==> config.mk <==
export PLATFORM = sky130hd
export DESIGN_NAME = magic_length_frame_deframer_top
export DESIGN_NICKNAME = d
export VERILOG_FILES = /design/src/mlfd_pkg.sv /design/src/mlfd_parser.sv /design/src/magic_length_frame_deframer_top.sv
export SDC_FILE = /design/constraint.sdc
export NUM_CORES = 1
export LEC_CHECK = 0
export BUFFER_PORTS_ARGS = -buffer_cell sky130_fd_sc_hd__buf_2
export CELL_PAD_IN_SITES_DETAIL_PLACEMENT = 0
export CELL_PAD_IN_SITES_GLOBAL_PLACEMENT = 1
export CORE_MARGIN = 10
export CORE_UTILIZATION = 50
export DETAILED_ROUTE_END_ITERATION = 12
export PLACE_DENSITY_LB_ADDON = 0.1
export SETUP_SLACK_MARGIN = 0.05
export SYNTH_ARGS = -nofsm -noshare
export SYNTH_HDL_FRONTEND = slang
export SYNTH_HIERARCHICAL = 1
export SYNTH_SLANG_ARGS = --single-unit
==> constraint.sdc <==
create_clock -name clk_i -period 12.2 [get_ports clk_i]
set_input_delay 1.22 -clock clk_i [delete_from_list [all_inputs] [get_ports clk_i]]
set_output_delay 1.22 -clock clk_i [all_outputs]
set_load 0.05 [all_outputs]
==> src/mlfd_pkg.sv <==
package mlfd_pkg;

  // Field widths.
  localparam int unsigned ByteW   = 8;
  localparam int unsigned MagicW  = 24;
  localparam int unsigned LenW    = 16;
  localparam int unsigned PosW    = 17;
  localparam int unsigned CfgIdxW = 1;
  localparam int unsigned CfgW    = MagicW;

  // Header layout: three magic bytes, the type byte, two length bytes.
  localparam logic [PosW-1:0] PosMagic0 = PosW'(0);
  localparam logic [PosW-1:0] PosMagic1 = PosW'(1);
  localparam logic [PosW-1:0] PosMagic2 = PosW'(2);
  localparam logic [PosW-1:0] PosType   = PosW'(3);
  localparam logic [PosW-1:0] PosLenHi  = PosW'(4);
  localparam logic [PosW-1:0] PosLenLo  = PosW'(5);
  localparam logic [PosW-1:0] HdrBytes  = PosW'(6);

  // Highest byte position a frame can reach (header plus maximum payload, minus one).
  localparam logic [PosW-1:0] PosMax = PosW'(65540);

  // Configuration register indexes.
  localparam logic [CfgIdxW-1:0] CfgMagicWord = CfgIdxW'(0);
  localparam logic [CfgIdxW-1:0] CfgTypeLimit = CfgIdxW'(1);

  // Configuration reset values.
  localparam logic [MagicW-1:0] MagicReset     = '0;
  localparam logic [ByteW-1:0]  TypeLimitReset = 8'hff;

  // Per-byte status codes.
  typedef enum logic [1:0] {
    STATUS_HEADER  = 2'd0,
    STATUS_PAYLOAD = 2'd1,
    STATUS_LAST    = 2'd2,
    STATUS_DISCARD = 2'd3
  } status_e;

  // One result transaction.
  typedef struct packed {
    logic [LenW-1:0]  payload_index;
    logic [LenW-1:0]  frame_length;
    logic [ByteW-1:0] frame_type;
    logic [ByteW-1:0] data_byte;
    status_e          status;
    logic             last;
  } result_t;

  // Output tdata width: status, data byte, type, length and index, padded to bytes.
  localparam int unsigned OutFieldW = 2 + ByteW + ByteW + LenW + LenW;
  localparam int unsigned OutDataW  = ((OutFieldW + 7) / 8) * 8;

endpackage

==> src/mlfd_parser.sv <==
module mlfd_parser (
  input  logic                          clk_i,
  input  logic                          rst_ni,
  input  logic                          advance_i,
  input  logic [mlfd_pkg::ByteW-1:0]    rx_byte_i,
  input  logic [mlfd_pkg::MagicW-1:0]   magic_word_i,
  input  logic [mlfd_pkg::ByteW-1:0]    type_limit_i,
  output mlfd_pkg::result_t             result_o
);
  import mlfd_pkg::*;

  logic [PosW-1:0]  pos_q, pos_d;
  logic [ByteW-1:0] held_type_q, held_type_d;
  logic [LenW-1:0]  held_length_q, held_length_d;

  logic [PosW-1:0]  end_pos;
  logic [PosW-1:0]  idx_wide;
  logic             in_payload;
  status_e          status;

  assign end_pos    = {1'b0, held_length_q} + (HdrBytes - PosW'(1));
  assign in_payload = (pos_q >= HdrBytes);
  assign idx_wide   = pos_q - HdrBytes;

  // Classify the byte against the current frame position.
  always_comb begin
    status        = STATUS_DISCARD;
    held_type_d   = held_type_q;
    held_length_d = held_length_q;
    if ((pos_q == PosMagic0) && (rx_byte_i == magic_word_i[23:16])) begin
      status = STATUS_HEADER;
    end else if ((pos_q == PosMagic1) && (rx_byte_i == magic_word_i[15:8])) begin
      status = STATUS_HEADER;
    end else if ((pos_q == PosMagic2) && (rx_byte_i == magic_word_i[7:0])) begin
      status = STATUS_HEADER;
    end else if ((pos_q == PosType) && (rx_byte_i != '0) && (rx_byte_i < type_limit_i)) begin
      status      = STATUS_HEADER;
      held_type_d = rx_byte_i;
    end else if (pos_q == PosLenHi) begin
      status        = STATUS_HEADER;
      held_length_d = {rx_byte_i, 8'h00};
    end else if (pos_q == PosLenLo) begin
      status        = STATUS_HEADER;
      held_length_d = {held_length_q[15:8], rx_byte_i};
    end else if (in_payload && (pos_q < end_pos)) begin
      status = STATUS_PAYLOAD;
    end else if (in_payload && (pos_q == end_pos)) begin
      status = STATUS_LAST;
    end
  end

  // Build the result from the updated frame fields.
  always_comb begin
    result_o.status        = status;
    result_o.data_byte     = rx_byte_i;
    result_o.frame_type    = (status == STATUS_DISCARD) ? '0 : held_type_d;
    result_o.frame_length  = (status == STATUS_DISCARD) ? '0 : held_length_d;
    result_o.payload_index = ((status == STATUS_PAYLOAD) || (status == STATUS_LAST))
                             ? idx_wide[LenW-1:0] : '0;
    result_o.last          = (status == STATUS_LAST);
  end

  // A finished or broken frame returns the state to zero.
  always_comb begin
    if ((status == STATUS_LAST) || (status == STATUS_DISCARD)) begin
      pos_d = '0;
    end else begin
      pos_d = pos_q + PosW'(1);
    end
  end

  always_ff @(posedge clk_i or negedge rst_ni) begin
    if (!rst_ni) begin
      pos_q         <= '0;
      held_type_q   <= '0;
      held_length_q <= '0;
    end else if (advance_i) begin
      pos_q <= pos_d;
      if ((status == STATUS_LAST) || (status == STATUS_DISCARD)) begin
        held_type_q   <= '0;
        held_length_q <= '0;
      end else begin
        held_type_q   <= held_type_d;
        held_length_q <= held_length_d;
      end
    end
  end

`ifndef SYNTH
  // The position never runs past the end of the longest frame.
  a_pos_bound: assert property (@(posedge clk_i) disable iff (!rst_ni)
    pos_q <= PosMax)
    else $error("frame position out of range");

  // No type is held before the type byte has been taken.
  a_type_clear: assert property (@(posedge clk_i) disable iff (!rst_ni)
    (pos_q <= PosType) |-> (held_type_q == '0))
    else $error("type held before type byte");

  // No length is held before the length bytes arrive.
  a_len_clear: assert property (@(posedge clk_i) disable iff (!rst_ni)
    (pos_q <= PosLenHi) |-> (held_length_q == '0))
    else $error("length held before length bytes");

  // A finished or discarded byte restarts the search for the magic.
  a_restart: assert property (@(posedge clk_i) disable iff (!rst_ni)
    (advance_i && ((status == STATUS_LAST) || (status == STATUS_DISCARD)))
    |=> (pos_q == '0))
    else $error("frame state not cleared");
`endif

endmodule

==> src/magic_length_frame_deframer_top.sv <==
// Channel  | Direction | Payload
// s_axis   | in        | tdata[7:0] rx_byte
// m_axis   | out       | tdata: status, data_byte, frame_type, frame_length,
//          |           |   payload_index (low bits up, zero padded); tlast = last
// cfg      | in        | cfg_idx_i 0 magic_word, 1 type_limit; cfg_data_i 24 bits
//
// One byte is accepted per cycle unless m_axis stalls; it passes through the input
// register, and its result through the result register. The rate is set by the frame
// state update between the input register and the result register.
// Reset clears the frame state, sets magic_word to 0 and type_limit to 255.
// A stall on m_axis holds the result; the input register then fills and
// s_axis_tready drops until the result is taken.
module magic_length_frame_deframer_top (
  input  logic                                  clk_i,
  input  logic                                  rst_ni,
  // Input stream: rx_byte.
  input  logic                                  s_axis_tvalid,
  output logic                                  s_axis_tready,
  input  logic [mlfd_pkg::ByteW-1:0]            s_axis_tdata,
  // Output stream: status[1:0], data_byte[9:2], frame_type[17:10],
  // frame_length[33:18], payload_index[49:34], zero padding above.
  output logic                                  m_axis_tvalid,
  input  logic                                  m_axis_tready,
  output logic [mlfd_pkg::OutDataW-1:0]         m_axis_tdata,
  output logic                                  m_axis_tlast,
  // Configuration write port.
  input  logic                                  cfg_we_i,
  input  logic [mlfd_pkg::CfgIdxW-1:0]          cfg_idx_i,
  input  logic [mlfd_pkg::CfgW-1:0]             cfg_data_i
);
  import mlfd_pkg::*;

  logic [MagicW-1:0] magic_word_q;
  logic [ByteW-1:0]  type_limit_q;

  logic              in_valid_q;
  logic [ByteW-1:0]  in_byte_q;
  logic              out_valid_q;
  result_t           out_q;
  result_t           result;
  logic              advance;

  // Configuration registers.
  always_ff @(posedge clk_i or negedge rst_ni) begin
    if (!rst_ni) begin
      magic_word_q <= MagicReset;
      type_limit_q <= TypeLimitReset;
    end else if (cfg_we_i) begin
      case (cfg_idx_i)
        CfgMagicWord: magic_word_q <= cfg_data_i[MagicW-1:0];
        CfgTypeLimit: type_limit_q <= cfg_data_i[ByteW-1:0];
        default: ;
      endcase
    end
  end

  // Pipeline handshake: the parser advances when the result register can load.
  assign advance       = in_valid_q && (!out_valid_q || m_axis_tready);
  assign s_axis_tready = !in_valid_q || advance;

  // Input register.
  always_ff @(posedge clk_i or negedge rst_ni) begin
    if (!rst_ni) begin
      in_valid_q <= 1'b0;
    end else if (s_axis_tready) begin
      in_valid_q <= s_axis_tvalid;
    end
  end

  always_ff @(posedge clk_i) begin
    if (s_axis_tvalid && s_axis_tready) begin
      in_byte_q <= s_axis_tdata;
    end
  end

  mlfd_parser u_parser (
    .clk_i        (clk_i),
    .rst_ni       (rst_ni),
    .advance_i    (advance),
    .rx_byte_i    (in_byte_q),
    .magic_word_i (magic_word_q),
    .type_limit_i (type_limit_q),
    .result_o     (result)
  );

  // Result register.
  always_ff @(posedge clk_i or negedge rst_ni) begin
    if (!rst_ni) begin
      out_valid_q <= 1'b0;
    end else if (!out_valid_q || m_axis_tready) begin
      out_valid_q <= in_valid_q;
    end
  end

  always_ff @(posedge clk_i) begin
    if (advance) begin
      out_q <= result;
    end
  end

  assign m_axis_tvalid = out_valid_q;
  assign m_axis_tlast  = out_q.last;
  assign m_axis_tdata  = {(OutDataW - OutFieldW)'(0), out_q.payload_index,
                          out_q.frame_length, out_q.frame_type, out_q.data_byte,
                          out_q.status};

endmodule
==> flow_summary.toml, run 1 <==
[pwr]
seq_power_share_pct = 45.3
p_per_area_mw_per_mm2 = 144
power.share.clock_pct = 42.8
combPwrFrac_pct = 11.9
peakVddDrop_mv = 0.122
p_leak_uw = 0.00362
p_switching_uw = 321
internal-power_uw = 848
sw_frac_of_total_pct = 27.5

[yosys]
synth_ff_type = "dfrtp_1"
yosys-top-cells-area = "edfxtp_1 (25%), dfrtp_1 (23%), ha_1 (5.6%)"
synth-warning-count = 6
netlist_instances = 609
syn_area_per_cell_um2 = 11.7
synth_seq_area_share_pct = 51.2
synth_top_area_share_pct = 24.8
synth_edf_count = 59
netlist.top_cell.by_area = "edfxtp_1"
synth_cell_types = 60
synth-seq-cells = 134
synthesis.area_mm2 = 0.00715
async_reset_ff_share_pct = 56.0

[worst_setup_path]
setup.worst_path.end = "u_parser/held_length_q[0]"
cp-end-kind = "flop"
critical_path.slowest_cell = "ha_1"
slowest_delay_ns = 0.59
regToRegSetupSlack_ns = 7.24
startpoint = "u_parser/held_length_q[0]"
ff2ff_path_depth = 18
crit_path_max_fanout = 19
worstSetupPathType = "reg2reg"
r2r-end = "u_parser/held_length_q[0]"
rr_startpoint = "u_parser/held_length_q[0]"
cp_cell_sequence = "ha_1 -> o2111ai_1 -> nor2_1 -> and3_1 -> nand3_1 -> ha_1 -> nand4_1 -> nor4bb_1 -> a221oi_1 -> o221ai_1 -> inv_1 -> a21oi_1 -> ha_1 -> nor2_1 -> and2_1 -> nand3_1 -> nand2_1 -> a22o_1"
cp.required_ns = 12.51
path_common_cell = "ha_1"
critPathArrivalTime_ns = 5.26
crit_path_start_kind = "flop"

[routing]
ant_nets = 0
wl_um = 16400
routedWlPerCell_um = 18.8
via_count = 4854
wl_met3_um = 704
top_layer_used = "met4"
dr.pass1.iters = 5
m1WireLength_um = 7240
wl_met2_um = 8290
avgViaCountPerCell = 5.55
first_iter_violations = 319
drc_errors = 0

[clock_network]
cts_tree = "done"
cts_buffers = 17
clock_latency_ns = 0.42
cts.sinks = 134
cts-htree-levels = 4
cts_resized = 0
ctsHoldBuffers = 0
clock_path_buffers = 2
cts_setup_buffers = 0
clk_pin_slew_worst_paths_ns = 0.06
root_buffer = "clkbuf_16"

[sta]
setup_ws_ns = 7.24
slew_headroom_pct = 33.1
setup_tns_ns = 0
slew_viol_final = 0
fmax_mhz = 202
min_period_ns = 4.96
hold_viol = 0
timing.hold.ws_ns = 0.478
rsz0062_at_grt = "false"
finClkSkew_ns = 0.00920
finalCritPeriodShare_pct = 40.6
finalSetupViolCount = 0
worstMarginPinSlew_ns = 1.00

[final_layout]
fin_area_mm2 = 0.00812
drive_gt1_share_pct = 25.8
nets = 751
antenna_cells = 0
area_growth_syn_to_layout_pct = 13.6

[place]
dp_hpwl_um = 11800
port_buffers = 90
dpl_worst_slack_ns = 7.31
dpl_cell_area_mm2 = 0.00754
gp_congestion = 0.832

[die]
fp.coreArea_mm2 = 0.0139
placementRows = 43
die_w_um = 140
design.die.area_mm2 = 0.0195
fp.dieH_um = 140
ios = 97
initial_core_util_pct = 51.3

[global_route]
grt-ovfl-total = 0
grt_antenna_before_repair = 0
grt_pass1_wl_um = 26800
grt_max_degree = 76
grt_pass1_vias = 4985
grtUsageTotal_pct = 16.9

[hold_path]
worstHoldPathCells = 1
hold_path.class = "reg2reg"

[flow_run]
maxCapViolCount = 0

[status]
status = "finished clean"
[cells by family after synthesis]
group	share of synthesized area, %
other	0.0525
buffers and inverters	6.00
xor gates and xnor gates	7.35
DFF	51.2
adders and majority gates	5.60
and+or+nand+nor	13.3
muxes	8.47
AOI/OAI and AO/OA	8.09
[worst max-delay path: cells and delay by family (launching register included)]
family                     cells  cell delay (ns)
buffers and inverters          1             0.07
and+or+nand+nor                9             2.17
AOI/OAI and AO/OA              5             1.02
DFF                            1             0.42
adders and majority gates      3             1.15
[cell usage after synthesis (all sizes together) (6+ instances only)]
master,n
dfrtp,67
edfxtp,59
nor2,53
buf,36
nand2,35
xnor2,35
ha,32
mux2,32
xor2,25
inv,23
nand4,22
a21oi,21
nand3,18
mux2i,17
o21ai,17
a22o,16
clkbuf,10
nor3,9
o221ai,9
dfstp,8
or3,7
a21o,6
and3,6
nand2b,6
nor4,6
[registers in the layout, indices dropped and copies added, names as in the netlist]
register,flops
m_axis_tvalid,1
in_valid_q,1
u_parser/held_length_q,16
u_parser/pos_q,17
m_axis_tdata,50
in_byte_q,8
type_limit_q,8
u_parser/held_type_q,8
magic_word_q,24
m_axis_tlast,1
[through the flow]
stage	cells	total power (uW)	utilization [%]
finish	874	1170	58.3
global route	874	1210	58.3
CTS	874	1180	58.3
detailed placement	842	680	54.1
global placement	842	675	54.1
floorplan	614	643	-
[power groups by stage]
stage | clock [uW] | sequential (uW) | combinational [uW]
4_1_cts | 509 | 530 | 141
2_1_floorplan | 0 | 568 | 74.9
3_3_place_gp | 0 | 538 | 137
5_1_grt | 530 | 534 | 150
3_5_place_dp | 0 | 539 | 141
6_report | 500 | 530 | 139
[worst min-delay path by stage]
stage / endpoint / from
final: m_axis_tvalid / in_valid_q
after global placement: m_axis_tvalid / in_valid_q
after floorplan: m_axis_tvalid / in_valid_q
after detailed placement: m_axis_tvalid / in_valid_q
after CTS: m_axis_tvalid / in_valid_q
after global routing: m_axis_tvalid / in_valid_q
[cell usage in the layout, fill, tap and decap left out, drive strengths merged, types with 2 or more instances in the layout]
master,netlist,final
and2,3,3
or4,2,2
nor2,53,53
conb,1,6
nor4,6,6
a2111o,2,2
inv,23,29
or3,7,7
a2111oi,2,2
nand4,22,22
clkinvlp,0,2
nor2b,3,3
a21oi,21,21
nor3b,2,2
dfstp,8,8
clkbuf,10,18
a21o,6,6
a221oi,2,2
buf,36,95
nand3,18,18
edfxtp,59,59
nand2,35,35
xnor2,35,35
o221ai,9,9
mux2i,17,17
clkinv,0,5
a22o,16,16
dfrtp,67,67
nor3,9,9
mux2,32,32
and3,6,6
and4,3,3
nand2b,6,6
ha,32,32
o2111ai,2,2
o21ai,17,17
xor2,25,25
[per-layer routing]
| metal | vias to the layer above | GRT usage, % |
|---|---|---|
| met4 | 0 | 5.43 |
| met2 | 99 | 28.3 |
| met3 | 17 | 4.80 |
| li1 | 2321 | - |
| met5 | - | 0 |
| met1 | 2417 | 20.7 |
[layout make-up]
class                           instances  area [um2]
Clock buffer                           18         439
Clock inverter                         14         143
Fill cell                            1203        5810
Inverter                               23        86.3
Multi-Input combinational cell        410        3080
Sequential cell                       134        3660
Tap cell                              180         225
Timing Repair Buffer                   95         488
(Power assumes the default switching activity.)
==> run 2, diff against run 1 <==
- CORE_UTILIZATION: 50 -> 46
- clock period: 12.2 -> 5.1 ns (I/O delays scaled with it)
==> run 2 against run 1 <==
Compared with the run above:
- global-route usage is 0.25 points lower
- maximum frequency rose by 13%
- sequential share of layout area decreased by 0.15 points
- via count up 0.23%
- sequential power increased by 140%
- hold slack lost 0.33 ns
- highest routed layer unchanged
- die area is 7.4% higher
- power up 130%
- largest power group unchanged
- final cell count rose by 1.6%
==> flow_summary.toml, run 2 (synthesized netlist as in run 1, its figures left out) <==
[status]
status = "finished clean"

[worst_setup_path]
cp.required_ns = 5.40
slowest_delay_ns = 0.49
critPathArrivalTime_ns = 4.68
path_common_cell = "ha_1"
cp_cell_sequence = "ha_1 -> o2111ai_1 -> nor2_1 -> and3_1 -> xnor2_1 -> ha_1 -> nand4_1 -> nor4bb_1 -> a221oi_1 -> o221ai_1 -> inv_1 -> a21oi_1 -> ha_1 -> nor2_1 -> and2_1 -> buf_4 -> nand3_1 -> nand2_1 -> a22o_1"
crit_path_start_kind = "flop"
cp-end-kind = "flop"
critical_path.slowest_cell = "nor4bb_1"
crit_family = "simple AND/OR/NAND/NOR gates"
worstSetupPathType = "reg2reg"
path_buf_inv = 2
crit_path_max_fanout = 19

[clock_network]
cts_buffers = 17
clock_latency_ns = 0.42
cts-htree-levels = 4
root_buffer = "clkbuf_16"
cts_resized = 0
ctsHoldBuffers = 0
clock_path_buffers = 2
cts_setup_buffers = 0
cts_tree = "done"
clk_pin_slew_worst_paths_ns = 0.06
cts.sinks = 134

[place]
dpl_cell_area_mm2 = 0.00760
gp_congestion = 0.820
dp_hpwl_um = 12100
dp.cells = 856
port_buffers = 90

[routing]
avgViaCountPerCell = 5.48
wl_um = 16700
ant_nets = 0
first_iter_violations = 292
dr.pass1.iters = 4
routedWlPerCell_um = 18.8
via_count = 4865
drc_errors = 0

[pwr]
seq_power_share_pct = 46.2
p_switching_uw = 732
combPwrFrac_pct = 12.1
p_leak_uw = 0.00364
internal-power_uw = 2010
sw_frac_of_total_pct = 26.7
power.share.clock_pct = 41.7
peakVddDrop_mv = 0.230
p_per_area_mw_per_mm2 = 337

[die]
design.die.area_mm2 = 0.0209
ios = 97
placementRows = 45
die_w_um = 145
fp.coreArea_mm2 = 0.0152
initial_core_util_pct = 47.0
fp.dieH_um = 145

[global_route]
grtUsageMet3_pct = 4.01
grt_pass1_vias = 5143
use_met2_pct = 27.4
grt_antenna_before_repair = 0
grt-busiest-layer = "met2"
grt-ovfl-total = 0
grtUsageTotal_pct = 16.7
grt_pass1_wl_um = 27100
grt_use_met1_pct = 20.8
grt_max_degree = 57

[sta]
finalSetupViolCount = 0
worstMarginPinSlew_ns = 1.01
hold_viol = 0
finClkSkew_ns = 0.00877
setup_tns_ns = 0
rsz0062_at_grt = "false"
slew_headroom_pct = 31.7
fmax_mhz = 228
finalCritPeriodShare_pct = 85.9
min_period_ns = 4.38
slew_viol_final = 0

[final_layout]
nets = 757
seq_area_mm2 = 0.00366
layout.cells.non_filler = 888
layout_commonest_cell = "buf_2"
multiInputGateArea_mm2 = 0.00308
antenna_cells = 0
final_cell_mix = "buf_2 (90), dfrtp_1 (67), edfxtp_1 (59)"
fin_area_mm2 = 0.00815
largest_reg_flops = 50
drive_gt1_share_pct = 26.3
nFillCells = 1378
area_growth_syn_to_layout_pct = 14.0

[flow_run]
maxCapViolCount = 0

[hold_path]
hold_path.class = "in2async"
run 2: changes by cell type in the layout (fill, tap and decap cells not counted), sizes merged:
cell,previous run,this run
clkbuf,18,22
clkinv,5,3
clkinvlp,2,1
buf,95,101
bufinv,1,0
run 2: path summary, 6_finish.rpt:
check	slack [ns]	cells after the start	to	start
min	0.15	1	u_parser/pos_q[12]	rst_ni
min reg2reg	0.49	1	m_axis_tvalid	in_valid_q
max	0.72	19	u_parser/held_length_q[1]	u_parser/held_length_q[0]
min in group clk_i	0.27	1	in_byte_q[5]	s_axis_tdata[5]
max reg2reg	0.72	19	u_parser/held_length_q[1]	u_parser/held_length_q[0]
max in group asynchronous	3.86	2	magic_word_q[13]	rst_ni
run 2: worst reg2reg max path, cell delays in order (launching register included):
cell       delay, ns
dfrtp_1         0.43
ha_1            0.25
o2111ai_1       0.30
nor2_1          0.15
and3_1          0.22
xnor2_1         0.13
ha_1            0.31
nand4_1         0.13
nor4bb_1        0.49
a221oi_1        0.14
o221ai_1        0.16
inv_1           0.07
a21oi_1         0.26
ha_1            0.23
nor2_1          0.07
and2_1          0.15
buf_4           0.19
nand3_1         0.10
nand2_1         0.17
a22o_1          0.32
run 2: final cells by class:
| cell class | count | area share (%) |
|---|---|---|
| Clock buffer | 22 | 6.00 |
| Sequential cell | 134 | 44.9 |
| Inverter | 23 | 1.06 |
| Tap cell | 188 | 2.89 |
| Clock inverter | 10 | 0.798 |
| Timing Repair Buffer | 101 | 6.54 |
| Multi-Input combinational cell | 410 | 37.8 |
run 2: per-layer routing:
layer	vias up	wire length [um]
met4	0	199
met1	2398	7400
met3	11	981
met5	-	0
met2	117	8160
li1	2339	-
run 2: per-stage QoR:
stage | worst slack, ns | total power [uW] | hold WS [ns] | utilization (%)
after CTS | 0.768 | 2780 | 0.149 | 53.6
after floorplan | 1.11 | 1540 | 0.214 | -
final | 0.721 | 2750 | 0.153 | 53.6
after global routing | 0.319 | 2850 | 0.191 | 53.6
after detailed placement | 0.787 | 1630 | 0.471 | 50.0
after global placement | 0.950 | 1620 | 0.462 | 50.0
run 2: power groups by stage:
stage,logic [uW],registers [uW],clock network (uW)
after floorplan,179,1360,0
after global placement,331,1290,0
after detailed placement,337,1290,0
after CTS,338,1270,1170
after global routing,360,1280,1210
final,333,1270,1140
==> run 3, diff against run 2 <==
--- a/config.mk
+++ b/config.mk
@@ -19 +19,2 @@
 export SYNTH_SLANG_ARGS = --single-unit
+export TNS_END_PERCENT = 5
==> constraint.sdc (replaced) <==
create_clock -name clk_i -period 5.1 [get_ports clk_i]
set_input_delay 0 -clock clk_i [delete_from_list [all_inputs] [get_ports clk_i]]
set_output_delay 0 -clock clk_i [all_outputs]
set_load 0.05 [all_outputs]
==> run 3 against run 2 <==
Compared with the run above:
- clock skew increased by 0.0026 ns
- maximum frequency shrank 0.81%
- sequential cell count unchanged
- combinational power increased by 6.3%
- hold slack better by 0.047 ns
- first-iteration DRC count shrank 4.5%
- sequential share of layout area fell by 2.1 points
- critical path depth is the same
- core utilization increased by 2.7 points
- final area increased by 5.0%
- critical path type unchanged
- highest routed layer unchanged
==> flow_summary.toml, run 3 (synthesized netlist as in run 1, its figures left out) <==
[place]
dp_hpwl_um = 12100
port_buffers = 90
dpl_cell_area_mm2 = 0.00760
gp_congestion = 0.816

[routing]
avgViaCountPerCell = 5.46
routedWlPerCell_um = 18.6
via_count = 5043
dr.pass1.iters = 4
ant_nets = 0
drc_errors = 0
first_iter_violations = 279
wl_um = 17200

[worst_setup_path]
rr_startpoint = "u_parser/held_length_q[0]"
cp-end-kind = "flop"
critPathArrivalTime_ns = 4.72
startpoint = "u_parser/held_length_q[0]"
cp.required_ns = 5.41
crit_path_max_fanout = 19
worstSetupPathType = "reg2reg"
crit_path_start_kind = "flop"

[clock_network]
cts_setup_buffers = 0
clock_path_buffers = 2
cts-htree-levels = 4
cts_buffers = 17
clock_latency_ns = 0.43
clk_pin_slew_worst_paths_ns = 0.06
root_buffer = "clkbuf_16"
cts_tree = "done"
cts.sinks = 134

[sta]
fmax_mhz = 227
hold_viol = 0
finClkSkew_ns = 0.0114
slew_headroom_pct = 28.1
finalCritPeriodShare_pct = 86.6
setup_tns_ns = 0
finalSetupViolCount = 0
worstMarginPinSlew_ns = 1.07
rsz0062_at_grt = "false"
slew_viol_final = 0
min_period_ns = 4.41

[pwr]
finalPower_uw = 2880
p_per_area_mw_per_mm2 = 336
p_leak_uw = 0.00380
peakVddDrop_mv = 0.273

[global_route]
grt_pass1_vias = 5308
grt-ovfl-total = 0
grt_max_degree = 76
grtUsageTotal_pct = 17.4
grt_antenna_before_repair = 0
grt_pass1_wl_um = 28100

[final_layout]
seq_area_mm2 = 0.00366
antenna_cells = 0
final_cell_mix = "buf_2 (90), dfrtp_1 (67), edfxtp_1 (59)"
fin_area_mm2 = 0.00856
multiInputGateArea_mm2 = 0.00308
largest_reg_flops = 50
nFillCells = 1307
drive_gt1_share_pct = 25.0
nets = 793
postLayoutCoreUtil_pct = 56.3
layout_commonest_cell = "buf_2"
area_growth_syn_to_layout_pct = 19.7

[status]
status = "finished clean"

[die]
die_w_um = 145
design.die.area_mm2 = 0.0209
initial_core_util_pct = 47.0
fp.coreArea_mm2 = 0.0152
placementRows = 45
ios = 97
fp.dieH_um = 145

[hold_path]
worst_hold_startpoint = "cfg_we_i"
hold_path.class = "in2reg"

[flow_run]
maxCapViolCount = 0
## run 3: changes by cell type in the layout (fill, tap and decap cells not counted), sizes merged
cell         change
bufinv           +2
clkbuf           -4
dlygate4sd3     +36
inv              +2
## run 3: path summary, 6_finish.rpt
check	end	slack, ns	cells after the start
min in group asynchronous	u_parser/pos_q[11]	0.34	3
worst max register to register	u_parser/held_length_q[3]	0.69	19
worst max-delay path	u_parser/held_length_q[3]	0.69	19
worst min-delay path	type_limit_q[1]	0.20	3
max in group asynchronous	u_parser/pos_q[4]	4.07	3
worst min register to register	m_axis_tvalid	0.50	1
## run 3: area by class of cell
cell class              count  area share (%)
well taps                 188            2.75
clock inverters            14            1.89
clock buffers              18            5.13
inverters                  23            1.01
multi-input cells         410            36.0
flip-flops and latches    134            42.7
repair buffers            137            10.4
## run 3: routing by layer
layer  track usage [%]  vias to the layer above  part of all wire, %
met2              28.7                      132                   49
met4              6.65                        0                  2.0
met1              21.5                     2483                   43
met5                 0                        -                    0
met3              4.40                       23                  5.4
li1                  -                     2405                    -
## run 3: critical path, cell delays in order (launching register included)
cell and delay, ns:
dfrtp_1 0.43, ha_1 0.25, o2111ai_1 0.28, nor2_1 0.16, and3_1 0.22, xnor2_1 0.13
ha_1 0.30, nand4_1 0.13, nor4bb_1 0.52, a221oi_1 0.15, o221ai_1 0.16, inv_1 0.07
a21oi_1 0.27, ha_1 0.23, nor2_1 0.07, and2_1 0.15, buf_4 0.19, nand3_1 0.11
nand2_1 0.18, a22o_1 0.32
## run 3: through the flow
stage / setup slack (ns) / std cells / hold slack, ns
2_1_floorplan: 1.11 / 614 / -0.296
3_3_place_gp: 0.945 / 856 / 0.177
3_5_place_dp: 0.754 / 856 / 0.178
4_1_cts: 0.739 / 924 / 0.204
5_1_grt: 0.344 / 924 / 0.220
6_report: 0.686 / 924 / 0.199
## run 3: what timing repair did
action                                  CTS  global route
endpoints found under the setup margin    0             0
resized for setup                         0             0
hold endpoints to repair                109             0
hold buffers                             36             0
## run 3: power breakdown
part / total, uW / internal (uW) / switching, uW
clock: 1260 / 746 / 510
sequential: 1270 / 1210 / 57.0
combinational: 354 / 138 / 217
total: 2880 / 2100 / 784
